### src/hdl/rcts_pkg.sv
// Shared types and constants for the relay contact test sequencer.
// Holds the request and result structs, the one-hot stage type and timing constants.
// No dependencies.
`timescale 1ns / 1ps
`default_nettype none

package rcts_pkg;

  localparam int SAMPLE_BITS = 12;
  localparam int CFG_DATA_W  = 12;
  localparam int CFG_IDX_W   = 3;
  localparam int WAIT_W      = 7;
  localparam int BLINK_W     = 5;
  localparam int BCNT_W      = 4;

  // Configuration register indexes.
  localparam logic [CFG_IDX_W-1:0] CFG_OPEN_MIN     = 3'd0;
  localparam logic [CFG_IDX_W-1:0] CFG_CLOSED_MAX   = 3'd1;
  localparam logic [CFG_IDX_W-1:0] CFG_BLINK_FRAME  = 3'd2;
  localparam logic [CFG_IDX_W-1:0] CFG_BLINK_SHORT  = 3'd3;
  localparam logic [CFG_IDX_W-1:0] CFG_BLINK_VOLT   = 3'd4;

  // Countdown loads, in 100 ms ticks.
  localparam logic [WAIT_W-1:0] WAIT_SHORT = 7'd15;
  localparam logic [WAIT_W-1:0] WAIT_VOLT  = 7'd100;
  localparam logic [WAIT_W-1:0] WAIT_PASS  = 7'd50;

  localparam logic [BLINK_W-1:0] BLINK_ON_TICKS  = 5'd10;
  localparam logic [BLINK_W-1:0] BLINK_GAP_TICKS = 5'd10;
  localparam logic [BLINK_W-1:0] GROUP_GAP_TICKS = 5'd30;

  // Fault codes.
  localparam logic [1:0] FAULT_NONE  = 2'd0;
  localparam logic [1:0] FAULT_FRAME = 2'd1;
  localparam logic [1:0] FAULT_SHORT = 2'd2;
  localparam logic [1:0] FAULT_VOLT  = 2'd3;

  // Stage codes as reported on the result channel.
  localparam logic [3:0] CODE_IDLE    = 4'd0;
  localparam logic [3:0] CODE_FRAME   = 4'd1;
  localparam logic [3:0] CODE_RELAY_P = 4'd2;
  localparam logic [3:0] CODE_SHORT_W = 4'd3;
  localparam logic [3:0] CODE_RELAY_N = 4'd4;
  localparam logic [3:0] CODE_VOLT_W  = 4'd5;
  localparam logic [3:0] CODE_OFF     = 4'd6;
  localparam logic [3:0] CODE_PASS    = 4'd7;
  localparam logic [3:0] CODE_FAIL    = 4'd8;
  localparam logic [3:0] CODE_RELEASE = 4'd9;

  typedef enum logic [9:0] {
    ST_IDLE    = 10'b00_0000_0001,
    ST_FRAME   = 10'b00_0000_0010,
    ST_RELAY_P = 10'b00_0000_0100,
    ST_SHORT_W = 10'b00_0000_1000,
    ST_RELAY_N = 10'b00_0001_0000,
    ST_VOLT_W  = 10'b00_0010_0000,
    ST_OFF     = 10'b00_0100_0000,
    ST_PASS    = 10'b00_1000_0000,
    ST_FAIL    = 10'b01_0000_0000,
    ST_RELEASE = 10'b10_0000_0000
  } stage_t;

  typedef struct packed {
    logic                   tick_fast;
    logic                   tick_slow;
    logic                   button_down;
    logic                   frame_connected;
    logic [SAMPLE_BITS-1:0] voltage_a;
    logic [SAMPLE_BITS-1:0] voltage_b;
  } in_item_t;

  typedef struct packed {
    logic       relay_positive;
    logic       relay_negative;
    logic       led_green;
    logic       led_red;
    logic [3:0] stage;
    logic [1:0] fault;
  } out_item_t;

  function automatic logic [3:0] stage_code(input stage_t st);
    logic [3:0] code;
    case (st)
      ST_IDLE:    code = CODE_IDLE;
      ST_FRAME:   code = CODE_FRAME;
      ST_RELAY_P: code = CODE_RELAY_P;
      ST_SHORT_W: code = CODE_SHORT_W;
      ST_RELAY_N: code = CODE_RELAY_N;
      ST_VOLT_W:  code = CODE_VOLT_W;
      ST_OFF:     code = CODE_OFF;
      ST_PASS:    code = CODE_PASS;
      ST_FAIL:    code = CODE_FAIL;
      ST_RELEASE: code = CODE_RELEASE;
      default:    code = CODE_IDLE;
    endcase
    return code;
  endfunction

endpackage

`default_nettype wire

### src/hdl/rcts_button.sv
// Button hold counter and press latch for the relay contact test sequencer.
// A press is reported once on release after the button was held long enough.
// Depends on rcts_pkg.
`timescale 1ns / 1ps
`default_nettype none

module rcts_button
  import rcts_pkg::*;
#(
  parameter int HOLD_LIMIT = 100
) (
  input  wire logic clk,
  input  wire logic rst_n,
  input  wire logic step_en,
  input  wire logic button_down,
  output logic      press_event
);

  localparam int HW = $clog2(HOLD_LIMIT + 2);
  localparam logic [HW-1:0] HOLD_MAX = HW'(HOLD_LIMIT);

  logic [HW-1:0] hold_r, hold_nxt;
  logic          latch_r, latch_nxt;

  always_comb begin
    hold_nxt    = hold_r;
    latch_nxt   = latch_r;
    press_event = 1'b0;
    if (button_down) begin
      if (hold_r > HOLD_MAX) begin
        latch_nxt = 1'b1;
      end else begin
        hold_nxt = hold_r + 1'b1;
      end
    end else begin
      hold_nxt    = '0;
      press_event = latch_r;
      latch_nxt   = 1'b0;
    end
  end

  always_ff @(posedge clk) begin
    if (!rst_n) begin
      hold_r  <= '0;
      latch_r <= 1'b0;
    end else if (step_en) begin
      hold_r  <= hold_nxt;
      latch_r <= latch_nxt;
    end
  end

endmodule

`default_nettype wire

### src/hdl/rcts_blink.sv
// Red LED blink-code generator used while the sequencer sits in the fail stage.
// Blinks the configured count per group, with a longer gap between groups.
// Depends on rcts_pkg.
`timescale 1ns / 1ps
`default_nettype none

module rcts_blink
  import rcts_pkg::*;
(
  input  wire logic              clk,
  input  wire logic              rst_n,
  input  wire logic              step_en,
  input  wire logic              clear,
  input  wire logic [BCNT_W-1:0] groups,
  input  wire logic              tick,
  output logic                   red_we,
  output logic                   red_val
);

  logic               phase_r, phase_nxt, phase_c;
  logic [BLINK_W-1:0] timer_r, timer_nxt, timer_c;
  logic [BCNT_W-1:0]  count_r, count_nxt, count_c;

  // A first step in the fail stage starts from a cleared pattern.
  assign phase_c = clear ? 1'b0 : phase_r;
  assign timer_c = clear ? '0 : timer_r;
  assign count_c = clear ? '0 : count_r;

  always_comb begin
    phase_nxt = phase_c;
    timer_nxt = timer_c;
    count_nxt = count_c;
    red_we    = 1'b0;
    red_val   = 1'b0;
    if (groups == '0) begin
      phase_nxt = 1'b0;
      timer_nxt = '0;
      count_nxt = '0;
    end else begin
      if (tick && timer_c != '0) begin
        timer_nxt = timer_c - 1'b1;
      end
      if (timer_nxt == '0) begin
        phase_nxt = !phase_c;
        red_we    = 1'b1;
        if (phase_c) begin
          red_val   = 1'b1;
          count_nxt = count_c + 1'b1;
          timer_nxt = BLINK_ON_TICKS;
        end else if (count_c < groups) begin
          timer_nxt = BLINK_GAP_TICKS;
        end else begin
          count_nxt = '0;
          timer_nxt = GROUP_GAP_TICKS;
        end
      end
    end
  end

  always_ff @(posedge clk) begin
    if (!rst_n) begin
      phase_r <= 1'b0;
      timer_r <= '0;
      count_r <= '0;
    end else if (step_en) begin
      phase_r <= phase_nxt;
      timer_r <= timer_nxt;
      count_r <= count_nxt;
    end
  end

endmodule

`default_nettype wire

### src/hdl/relay_contact_test_sequencer_unit.sv
// Timing: an accepted request is held in the input register; its result is registered
// in the result register when it advances and is then taken from the result channel.
// Throughput: one request per cycle while out_ready is not held low; the input register
// refills in the same cycle its request moves into the result register.
// Reset (synchronous, rst_n low) returns the sequencer to idle with relays open,
// LEDs off, counters cleared and the configuration registers at their defaults.
`timescale 1ns / 1ps
`default_nettype none

module relay_contact_test_sequencer_unit
  import rcts_pkg::*;
#(
  parameter int HOLD_LIMIT = 100
) (
  input  wire logic                  clk,
  input  wire logic                  rst_n,
  input  wire logic                  in_valid,
  output logic                       in_ready,
  input  wire in_item_t              in_data,
  output logic                       out_valid,
  input  wire logic                  out_ready,
  output out_item_t                  out_data,
  input  wire logic                  cfg_we,
  input  wire logic [CFG_IDX_W-1:0]  cfg_index,
  input  wire logic [CFG_DATA_W-1:0] cfg_wdata
);

  // Configuration registers.
  logic [SAMPLE_BITS-1:0] open_min_r, closed_max_r;
  logic [BCNT_W-1:0]      blk_frame_r, blk_short_r, blk_volt_r;

  always_ff @(posedge clk) begin
    if (!rst_n) begin
      open_min_r   <= SAMPLE_BITS'(2048);
      closed_max_r <= SAMPLE_BITS'(1024);
      blk_frame_r  <= BCNT_W'(1);
      blk_short_r  <= BCNT_W'(2);
      blk_volt_r   <= BCNT_W'(3);
    end else if (cfg_we) begin
      case (cfg_index)
        CFG_OPEN_MIN:    open_min_r   <= cfg_wdata[SAMPLE_BITS-1:0];
        CFG_CLOSED_MAX:  closed_max_r <= cfg_wdata[SAMPLE_BITS-1:0];
        CFG_BLINK_FRAME: blk_frame_r  <= cfg_wdata[BCNT_W-1:0];
        CFG_BLINK_SHORT: blk_short_r  <= cfg_wdata[BCNT_W-1:0];
        CFG_BLINK_VOLT:  blk_volt_r   <= cfg_wdata[BCNT_W-1:0];
        default: ;
      endcase
    end
  end

  // Input register and handshake.
  logic     in_valid_r;
  in_item_t in_data_r;
  logic     out_valid_r;
  out_item_t out_data_r, out_data_nxt;
  logic     adv;

  assign adv      = in_valid_r && (!out_valid_r || out_ready);
  assign in_ready = !in_valid_r || adv;

  always_ff @(posedge clk) begin
    if (!rst_n) begin
      in_valid_r <= 1'b0;
    end else if (in_ready) begin
      in_valid_r <= in_valid;
    end
  end

  always_ff @(posedge clk) begin
    if (in_valid && in_ready) begin
      in_data_r <= in_data;
    end
  end

  // Sequencer state.
  stage_t            stage_r, stage_nxt;
  logic [1:0]        fault_r, fault_nxt;
  logic [WAIT_W-1:0] wait_r, wait_nxt, wait_dec;
  logic              fail_ent_r, fail_ent_nxt;
  logic              green_r, green_nxt;
  logic              red_r, red_nxt;
  logic              rpos_r, rpos_nxt;
  logic              rneg_r, rneg_nxt;

  logic              btn_step, press_event;
  logic              blink_step, blink_clear;
  logic [BCNT_W-1:0] blink_groups;
  logic              red_we, red_val;
  logic              volt_open_ok, volt_closed_ok;

  assign btn_step = adv && (stage_r == ST_IDLE || stage_r == ST_FAIL ||
                            stage_r == ST_RELEASE);
  assign blink_step  = adv && (stage_r == ST_FAIL);
  assign blink_clear = !fail_ent_r;

  always_comb begin
    case (fault_r)
      FAULT_FRAME: blink_groups = blk_frame_r;
      FAULT_SHORT: blink_groups = blk_short_r;
      FAULT_VOLT:  blink_groups = blk_volt_r;
      default:     blink_groups = '0;
    endcase
  end

  rcts_button #(
    .HOLD_LIMIT(HOLD_LIMIT)
  ) u_button (
    .clk        (clk),
    .rst_n      (rst_n),
    .step_en    (btn_step),
    .button_down(in_data_r.button_down),
    .press_event(press_event)
  );

  rcts_blink u_blink (
    .clk    (clk),
    .rst_n  (rst_n),
    .step_en(blink_step),
    .clear  (blink_clear),
    .groups (blink_groups),
    .tick   (in_data_r.tick_fast),
    .red_we (red_we),
    .red_val(red_val)
  );

  assign wait_dec = (in_data_r.tick_fast && wait_r != '0) ? wait_r - 1'b1 : wait_r;

  assign volt_open_ok   = (in_data_r.voltage_a > open_min_r) &&
                          (in_data_r.voltage_b > open_min_r);
  assign volt_closed_ok = (in_data_r.voltage_a < closed_max_r) &&
                          (in_data_r.voltage_b < closed_max_r);

  always_comb begin
    stage_nxt    = stage_r;
    fault_nxt    = fault_r;
    wait_nxt     = wait_dec;
    fail_ent_nxt = fail_ent_r;
    green_nxt    = green_r;
    red_nxt      = red_r;
    rpos_nxt     = rpos_r;
    rneg_nxt     = rneg_r;
    case (stage_r)
      ST_IDLE: begin
        red_nxt = 1'b0;
        if (in_data_r.tick_slow) begin
          green_nxt = !green_r;
        end
        if (press_event) begin
          stage_nxt = ST_FRAME;
        end
      end
      ST_FRAME: begin
        if (in_data_r.frame_connected) begin
          stage_nxt = ST_RELAY_P;
        end else begin
          fault_nxt = FAULT_FRAME;
          stage_nxt = ST_FAIL;
        end
      end
      ST_RELAY_P: begin
        rpos_nxt  = 1'b1;
        wait_nxt  = WAIT_SHORT;
        stage_nxt = ST_SHORT_W;
      end
      ST_SHORT_W: begin
        if (in_data_r.tick_fast) begin
          green_nxt = !green_r;
        end
        if (wait_dec == '0) begin
          if (volt_open_ok) begin
            stage_nxt = ST_RELAY_N;
          end else begin
            fault_nxt = FAULT_SHORT;
            stage_nxt = ST_FAIL;
          end
        end
      end
      ST_RELAY_N: begin
        rneg_nxt  = 1'b1;
        wait_nxt  = WAIT_VOLT;
        stage_nxt = ST_VOLT_W;
      end
      ST_VOLT_W: begin
        if (in_data_r.tick_fast) begin
          green_nxt = !green_r;
        end
        if (wait_dec == '0) begin
          if (volt_closed_ok) begin
            stage_nxt = ST_OFF;
          end else begin
            fault_nxt = FAULT_VOLT;
            stage_nxt = ST_FAIL;
          end
        end
      end
      ST_OFF: begin
        wait_nxt  = WAIT_PASS;
        rpos_nxt  = 1'b0;
        rneg_nxt  = 1'b0;
        stage_nxt = ST_PASS;
      end
      ST_PASS: begin
        red_nxt   = 1'b0;
        green_nxt = 1'b1;
        if (wait_dec == '0) begin
          green_nxt = 1'b0;
          stage_nxt = ST_IDLE;
        end
      end
      ST_FAIL: begin
        // The first step in this stage drops the relays and the green LED.
        if (!fail_ent_r) begin
          fail_ent_nxt = 1'b1;
          green_nxt    = 1'b0;
          rpos_nxt     = 1'b0;
          rneg_nxt     = 1'b0;
        end
        if (red_we) begin
          red_nxt = red_val;
        end
        if (press_event) begin
          fail_ent_nxt = 1'b0;
          stage_nxt    = ST_RELEASE;
        end
      end
      ST_RELEASE: begin
        if (!press_event) begin
          stage_nxt = ST_IDLE;
        end
      end
      default: begin
        wait_nxt = wait_dec;
      end
    endcase
  end

  always_comb begin
    out_data_nxt.relay_positive = rpos_nxt;
    out_data_nxt.relay_negative = rneg_nxt;
    out_data_nxt.led_green      = green_nxt;
    out_data_nxt.led_red        = red_nxt;
    out_data_nxt.stage          = stage_code(stage_nxt);
    out_data_nxt.fault          = fault_nxt;
  end

  always_ff @(posedge clk) begin
    if (!rst_n) begin
      stage_r    <= ST_IDLE;
      fault_r    <= FAULT_NONE;
      wait_r     <= '0;
      fail_ent_r <= 1'b0;
      green_r    <= 1'b0;
      red_r      <= 1'b0;
      rpos_r     <= 1'b0;
      rneg_r     <= 1'b0;
    end else if (adv) begin
      stage_r    <= stage_nxt;
      fault_r    <= fault_nxt;
      wait_r     <= wait_nxt;
      fail_ent_r <= fail_ent_nxt;
      green_r    <= green_nxt;
      red_r      <= red_nxt;
      rpos_r     <= rpos_nxt;
      rneg_r     <= rneg_nxt;
    end
  end

  // Result register.
  always_ff @(posedge clk) begin
    if (!rst_n) begin
      out_valid_r <= 1'b0;
    end else if (adv) begin
      out_valid_r <= 1'b1;
    end else if (out_ready) begin
      out_valid_r <= 1'b0;
    end
  end

  always_ff @(posedge clk) begin
    if (adv) begin
      out_data_r <= out_data_nxt;
    end
  end

  assign out_valid = out_valid_r;
  assign out_data  = out_data_r;

endmodule

`default_nettype wire

### config.mk
export PLATFORM = sky130hd
export DESIGN_NAME = relay_contact_test_sequencer_unit
export DESIGN_NICKNAME = d
export VERILOG_FILES = /design/src/hdl/rcts_pkg.sv /design/src/hdl/rcts_button.sv /design/src/hdl/rcts_blink.sv /design/src/hdl/relay_contact_test_sequencer_unit.sv
export SDC_FILE = /design/constraint.sdc
export NUM_CORES = 1
export LEC_CHECK = 0
export BUFFER_PORTS_ARGS = -buffer_cell sky130_fd_sc_hd__buf_2
export CORE_ASPECT_RATIO = 0.9
export CORE_MARGIN = 4
export CORE_UTILIZATION = 41
export CTS_CLUSTER_SIZE = 25
export DETAILED_ROUTE_END_ITERATION = 7
export GPL_ROUTABILITY_DRIVEN = 0
export HOLD_SLACK_MARGIN = 0.08
export MAX_ROUTING_LAYER = met4
export PLACE_DENSITY = 0.67
export SKIP_CTS_REPAIR_TIMING = 1
export SLEW_MARGIN = 20
export SYNTH_ARGS = -nofsm -noshare
export SYNTH_HDL_FRONTEND = slang
export SYNTH_SLANG_ARGS = --single-unit
export TNS_END_PERCENT = 1
### constraint.sdc
create_clock -name clk -period 2.8 [get_ports clk]
set_input_delay 0.42 -clock clk [delete_from_list [all_inputs] [get_ports clk]]
set_output_delay 0.42 -clock clk [all_outputs]
set_load 0.01 [all_outputs]
==> results.sh, run 1 <==
export IMPL_end_kind="flip-flop"
export IMPL_yosys_warnings=0
export IMPL_die_area_um2=19600
export IMPL_grt_max_degree=49
export IMPL_core_area_um2=17000
export IMPL_ir_worst_vdd_mv=0.379
export IMPL_num_vias=6081
export IMPL_yosys_register_bits=118
export IMPL_crit_required_ns=2.97
export IMPL_cellPowerDensity_nw_per_um2=540
export IMPL_post_route_period_util_pct=102
export IMPL_syn2layout_area_growth_pct=24.5
export IMPL_synthesis_area_um2=7140
export IMPL_overflow=0
export IMPL_synth_async_reset_ratio_pct=0
export IMPL_setup_viol=3
export IMPL_totalNegativeSetupSlack_ns=-0.112
export IMPL_drt_iter0_drc=465
export IMPL_min_path_cells=1
export IMPL_first_pass_iters=6
export IMPL_slew_viol_final=0
export IMPL_die_y_um=133
export IMPL_nFillCells=1555
export IMPL_antenna_cells=0
export IMPL_hold_path_end="in_data_r[20]"
export IMPL_worstSetupPathType="flip-flop to flip-flop"
export IMPL_clk_latency_ns=0.43
export IMPL_setup_slack_ns=-0.0571
export IMPL_synthesis_nets=897
export IMPL_min_path_type="input port to flip-flop"
export IMPL_crit_arrival_ns=3.03
export IMPL_hold_viol=0
export IMPL_antenna_found_initial=0
export IMPL_drtAntennaViolNets=0
export IMPL_r2r_cells=11
export IMPL_row_count=45
export IMPL_cts_buffer_depth=2
export IMPL_reg2reg_to="out_data[3]"
export IMPL_hold_ws_ns=0.162
export IMPL_routedWlPerCell_um=15.7
export IMPL_tightestPinTransition_ns=0.544
export IMPL_vias_per_cell=5.28
export IMPL_start_util_pct=42.0
export IMPL_rsz0062_at_grt="true"
export IMPL_htreeDepth=4
export IMPL_cts_root_buf="clkbuf_16"
export IMPL_violations="negative setup slack"
export IMPL_ys_types=85
export IMPL_drive_above_1_share_pct=25.0
export IMPL_slew_headroom_pct=63.4
export IMPL_synth_avg_cell_area_um2=9.01
export IMPL_min_from="in_data[20]"
export IMPL_drv_cap=0
export IMPL_worst_path_max_fanout=7
export IMPL_cts_buffers=17
export IMPL_nets=1008
export IMPL_synth_cells=792
export IMPL_rr_startpoint="wait_r[1]"
export IMPL_p_leak_nw=3.57
export IMPL_synth_edf_count=38
export IMPL_grt_pass1_wl_um=28900
export IMPL_reg2reg_slack_ns=-0.06
export IMPL_first_global_vias=5823
export IMPL_die_w_um=147
export IMPL_pin_count=60
export IMPL_startpoint_type="flip-flop"
export IMPL_path_clk_slew_ns=0.06
export IMPL_ys_flop_type="dfxtp_1"
export IMPL_routed_wirelength_um=18100
export IMPL_status="finished with violations"
export IMPL_dp_hpwl_um=13300
export IMPL_grt_usage_pct=18.7
export IMPL_cts_tree="yes"
export IMPL_max_freq_mhz=350
export IMPL_drc_errors=0
export IMPL_portBuffers=59
export IMPL_clock_sinks=118
export IMPL_min_period_ns=2.86
export IMPL_ys_seq_area_share_pct=38.4
export IMPL_clock_skew_ns=0.0140
## flip-flops by register name (all words and copies together) (netlist names), 2 cells and up
signal / count
u_blink.timer_r: 5
out_data: 10
blk_short_r: 4
in_data_r: 28
closed_max_r: 12
blk_volt_r: 4
fault_r: 2
u_blink.count_r: 4
u_button.hold_r: 7
stage_r: 10
wait_r: 7
blk_frame_r: 4
open_min_r: 12
## routing by layer
| metal | part of all wire (%) | GRT usage (%) | vias up | wire length, um |
|---|---|---|---|---|
| li1 | - | - | 3068 | - |
| met1 | 48 | 24.9 | 2862 | 8680 |
| met2 | 46 | 29.0 | 126 | 8330 |
| met3 | 4.4 | 3.57 | 25 | 790 |
| met4 | 1.7 | 5.85 | 0 | 313 |
| met5 | 0 | - | - | 0 |
## synthesized netlist by cell type (13+ instances only)
library cell | n | area share, %
ha_1 | 57 | 10
edfxtp_1 | 38 | 16
clkbuf_1 | 28 | 1.5
mux2i_1 | 20 | 2.8
a21boi_0 | 38 | 4.0
a21oi_1 | 30 | 2.1
nand2_1 | 109 | 5.7
inv_1 | 38 | 2.0
nor2_1 | 56 | 2.9
nor2b_1 | 25 | 2.2
o21ai_0 | 34 | 2.4
a211oi_1 | 13 | 1.4
dfxtp_1 | 80 | 22
## where the power goes
| group | switching [W] | internal [W] | leakage, nW |
|---|---|---|---|
| Clock | 0.000842 | 0.00143 | 0.279 |
| Combinational | 0.000351 | 0.000312 | 2.28 |
| Sequential | 0.0000400 | 0.00183 | 1.02 |
## cell type report
type | instances | area (um2) | area share [%]
multi-input combinational | 594 | 4230 | 47.6
inverter | 40 | 150 | 1.69
tap | 235 | 294 | 3.31
clock buffer | 18 | 439 | 4.94
timing repair buffer | 132 | 856 | 9.63
sequential | 118 | 2750 | 30.9
clock inverter | 14 | 174 | 1.96
## kinds of logic after synthesis
| group | count (synthesis) | share of synthesized area, % |
|---|---|---|
| xor gates and xnor gates | 16 | 1.96 |
| DFF | 118 | 38.4 |
| AOI/OAI and AO/OA | 189 | 18.5 |
| buffers and inverters | 80 | 5.07 |
| and+or+nand+nor | 307 | 22.4 |
| muxes | 25 | 3.59 |
| adders and majority gates | 57 | 9.99 |
## metrics by stage
step	instance area, um2	worst slack [ns]	utilization [%]	cells	total power [W]
3_3_place_gp	8060	-0.0571	47.4	1116	0.00250
5_1_grt	8890	-0.168	52.3	1151	0.00498
3_5_place_dp	8060	-0.0613	47.4	1116	0.00251
4_1_cts	8680	-0.0846	51.0	1148	0.00478
2_1_floorplan	7160	-0.0230	-	792	0.00228
6_report	8890	-0.0571	52.3	1151	0.00480
## how the worst max path moves through the flow
stage                  start          end  slack, ns  cells past startpoint
6_report           wait_r[1]  out_data[3]      -0.06                     11
5_1_grt            wait_r[1]  out_data[3]      -0.17                     11
4_1_cts        in_data_r[18]  out_data[4]      -0.08                      9
3_5_place_dp   in_data_r[17]  out_data[4]      -0.06                      9
3_3_place_gp   in_data_r[23]  out_data[4]      -0.06                     10
2_1_floorplan     stage_r[3]  out_data[4]      -0.02                     11
## placed cells by master (no fill, tap or decap), types with 10 or more instances in the layout
cell type  instances
nand3_1           12
a21boi_0          38
edfxtp_1          38
buf_2             59
nor2b_1           24
nand2b_1          12
ha_1              53
nor3_1            10
mux2i_1           20
inv_1             36
and2_1            10
a21oi_1           25
a21o_1            10
nand2_1          109
buf_4             72
clkbuf_16         17
o21ai_0           32
dfxtp_1           78
nor2_1            55
## critical path: stages, from the launching register on
cell	delay [ns]
dfxtp_2	0.32
inv_2	0.07
ha_4	0.13
or4b_4	0.46
a211oi_2	0.20
o211ai_1	0.23
or2_4	0.33
a221oi_4	0.42
buf_4	0.19
nor2b_1	0.04
o21ai_1	0.13
a211oi_1	0.08
Power figures use the tool's default switching activity.
==> run 2, diff against run 1 <==
--- a/config.mk
+++ b/config.mk
@@ -14,7 +14,6 @@
 export GPL_ROUTABILITY_DRIVEN = 0
 export HOLD_SLACK_MARGIN = 0.08
 export MAX_ROUTING_LAYER = met4
-export PLACE_DENSITY = 0.67
 export SKIP_CTS_REPAIR_TIMING = 1
 export SLEW_MARGIN = 20
 export SYNTH_ARGS = -nofsm -noshare
==> results.sh, run 2 (synthesis results as in run 1) <==
export IMPL_antenna_cells=0
export IMPL_cts_buffer_depth=2
export IMPL_portBuffers=59
export IMPL_overflow=0
export IMPL_die_area_um2=19600
export IMPL_mostFrequentLayoutCells="109 x nand2_1, 85 x buf_4, 80 x dfxtp_1"
export IMPL_clk_latency_ns=0.43
export IMPL_dp_hpwl_um=13500
export IMPL_design_area_um2=8930
export IMPL_clock_skew_ns=0.00809
export IMPL_slew_headroom_pct=56.3
export IMPL_cts_root_buf="clkbuf_16"
export IMPL_pre_cts_slack_ns=-0.172
export IMPL_die_w_um=147
export IMPL_rsz0062_at_grt="true"
export IMPL_drt_iter0_drc=502
export IMPL_setup_viol=3
export IMPL_final_common_cell="nand2_1"
export IMPL_crit_required_ns=3.04
export IMPL_ir_worst_vdd_mv=0.367
export IMPL_drtAntennaViolNets=0
export IMPL_tightestPinTransition_ns=0.649
export IMPL_row_count=45
export IMPL_nFillCells=1657
export IMPL_top_regs="in_data_r x28, closed_max_r x12, open_min_r x12"
export IMPL_start_util_pct=42.0
export IMPL_hold_viol=0
export IMPL_cellPowerDensity_nw_per_um2=546
export IMPL_core_area_um2=17000
export IMPL_drive_above_1_share_pct=25.0
export IMPL_grt_pass1_wl_um=29400
export IMPL_totalNegativeSetupSlack_ns=-0.139
export IMPL_startpoint_type="flip-flop"
export IMPL_post_route_period_util_pct=104
export IMPL_routedWlPerCell_um=15.7
export IMPL_drv_cap=0
export IMPL_top_register="in_data_r"
export IMPL_pin_count=60
export IMPL_place_area_um2=8120
export IMPL_grt_usage_pct=19.3
export IMPL_vias_per_cell=5.19
export IMPL_final_core_util_pct=52.5
export IMPL_max_freq_mhz=343
export IMPL_clock_sinks=118
export IMPL_worstSetupPathType="flip-flop to flip-flop"
export IMPL_first_pass_iters=5
export IMPL_path_clk_slew_ns=0.06
export IMPL_antenna_found_initial=0
export IMPL_min_path_type="input port to flip-flop"
export IMPL_grt_max_degree=35
export IMPL_violations="negative setup slack"
export IMPL_largest_reg_flops=28
export IMPL_nets=1020
export IMPL_setup_slack_ns=-0.113
export IMPL_htreeDepth=4
export IMPL_drc_errors=0
export IMPL_slew_viol_final=0
export IMPL_syn2layout_area_growth_pct=25.1
export IMPL_cts_tree="yes"
export IMPL_routed_wirelength_um=18300
export IMPL_num_vias=6031
export IMPL_cts_buffers=17
export IMPL_first_global_vias=5669
export IMPL_die_y_um=133
export IMPL_end_kind="flip-flop"
export IMPL_crit_arrival_ns=3.16
export IMPL_worst_path_max_fanout=4
export IMPL_min_period_ns=2.91
export IMPL_p_leak_nw=3.64
export IMPL_status="finished with violations"
run 2: layout make-up:
class	instances	area, um2	share of cell area [%]
Tap cell	235	294	3.29
Timing Repair Buffer	144	933	10.5
Sequential cell	118	2740	30.7
Clock buffer	21	460	5.16
Multi-Input combinational cell	594	4180	46.8
Clock inverter	11	173	1.93
Inverter	40	150	1.68
run 2: layer usage:
layer / vias to the layer above / track usage [%] / routed length [um]
met4: 0 / 5.49 / 251
met2: 105 / 27.1 / 7790
met3: 18 / 3.88 / 647
li1: 3090 / - / -
met5: - / - / 0
met1: 2818 / 28.2 / 9570
run 2: critical path, stage by stage, from the launching register on:
cell and delay [ns]:
edfxtp_1 0.45, ha_4 0.31, and4_4 0.24, nand4_1 0.16, a21oi_2 0.27, a2111oi_4 0.08
a211oi_2 0.25, buf_4 0.18, o221ai_2 0.11, mux2i_1 0.16, nand4_1 0.21, o32ai_2 0.31
run 2: per-stage QoR:
step | power [W] | cells | hold slack, ns
final | 0.00487 | 1163 | 0.164
after global routing | 0.00507 | 1163 | 0.149
after CTS | 0.00486 | 1157 | 0.155
after detailed placement | 0.00251 | 1125 | 0.459
after global placement | 0.00250 | 1125 | 0.452
after floorplan | 0.00228 | 792 | 0.436
run 2: worst paths after layout:
check	start	end	slack, ns	depth (start not counted)
max	in_data_r[23]	out_data[4]	-0.11	11
max reg2reg	in_data_r[23]	out_data[4]	-0.11	11
min	in_data[21]	in_data_r[21]	0.16	1
min reg2reg	closed_max_r[11]	closed_max_r[11]	0.46	2
run 2: power breakdown:
| part | internal [W] | total (W) | switching (W) | leakage, nW |
|---|---|---|---|---|
| sequential | 0.00183 | 0.00187 | 0.0000404 | 1.02 |
| combinational | 0.000308 | 0.000653 | 0.000344 | 2.31 |
| clock | 0.00154 | 0.00235 | 0.000810 | 0.308 |
| total | 0.00368 | 0.00487 | 0.00119 | 3.64 |
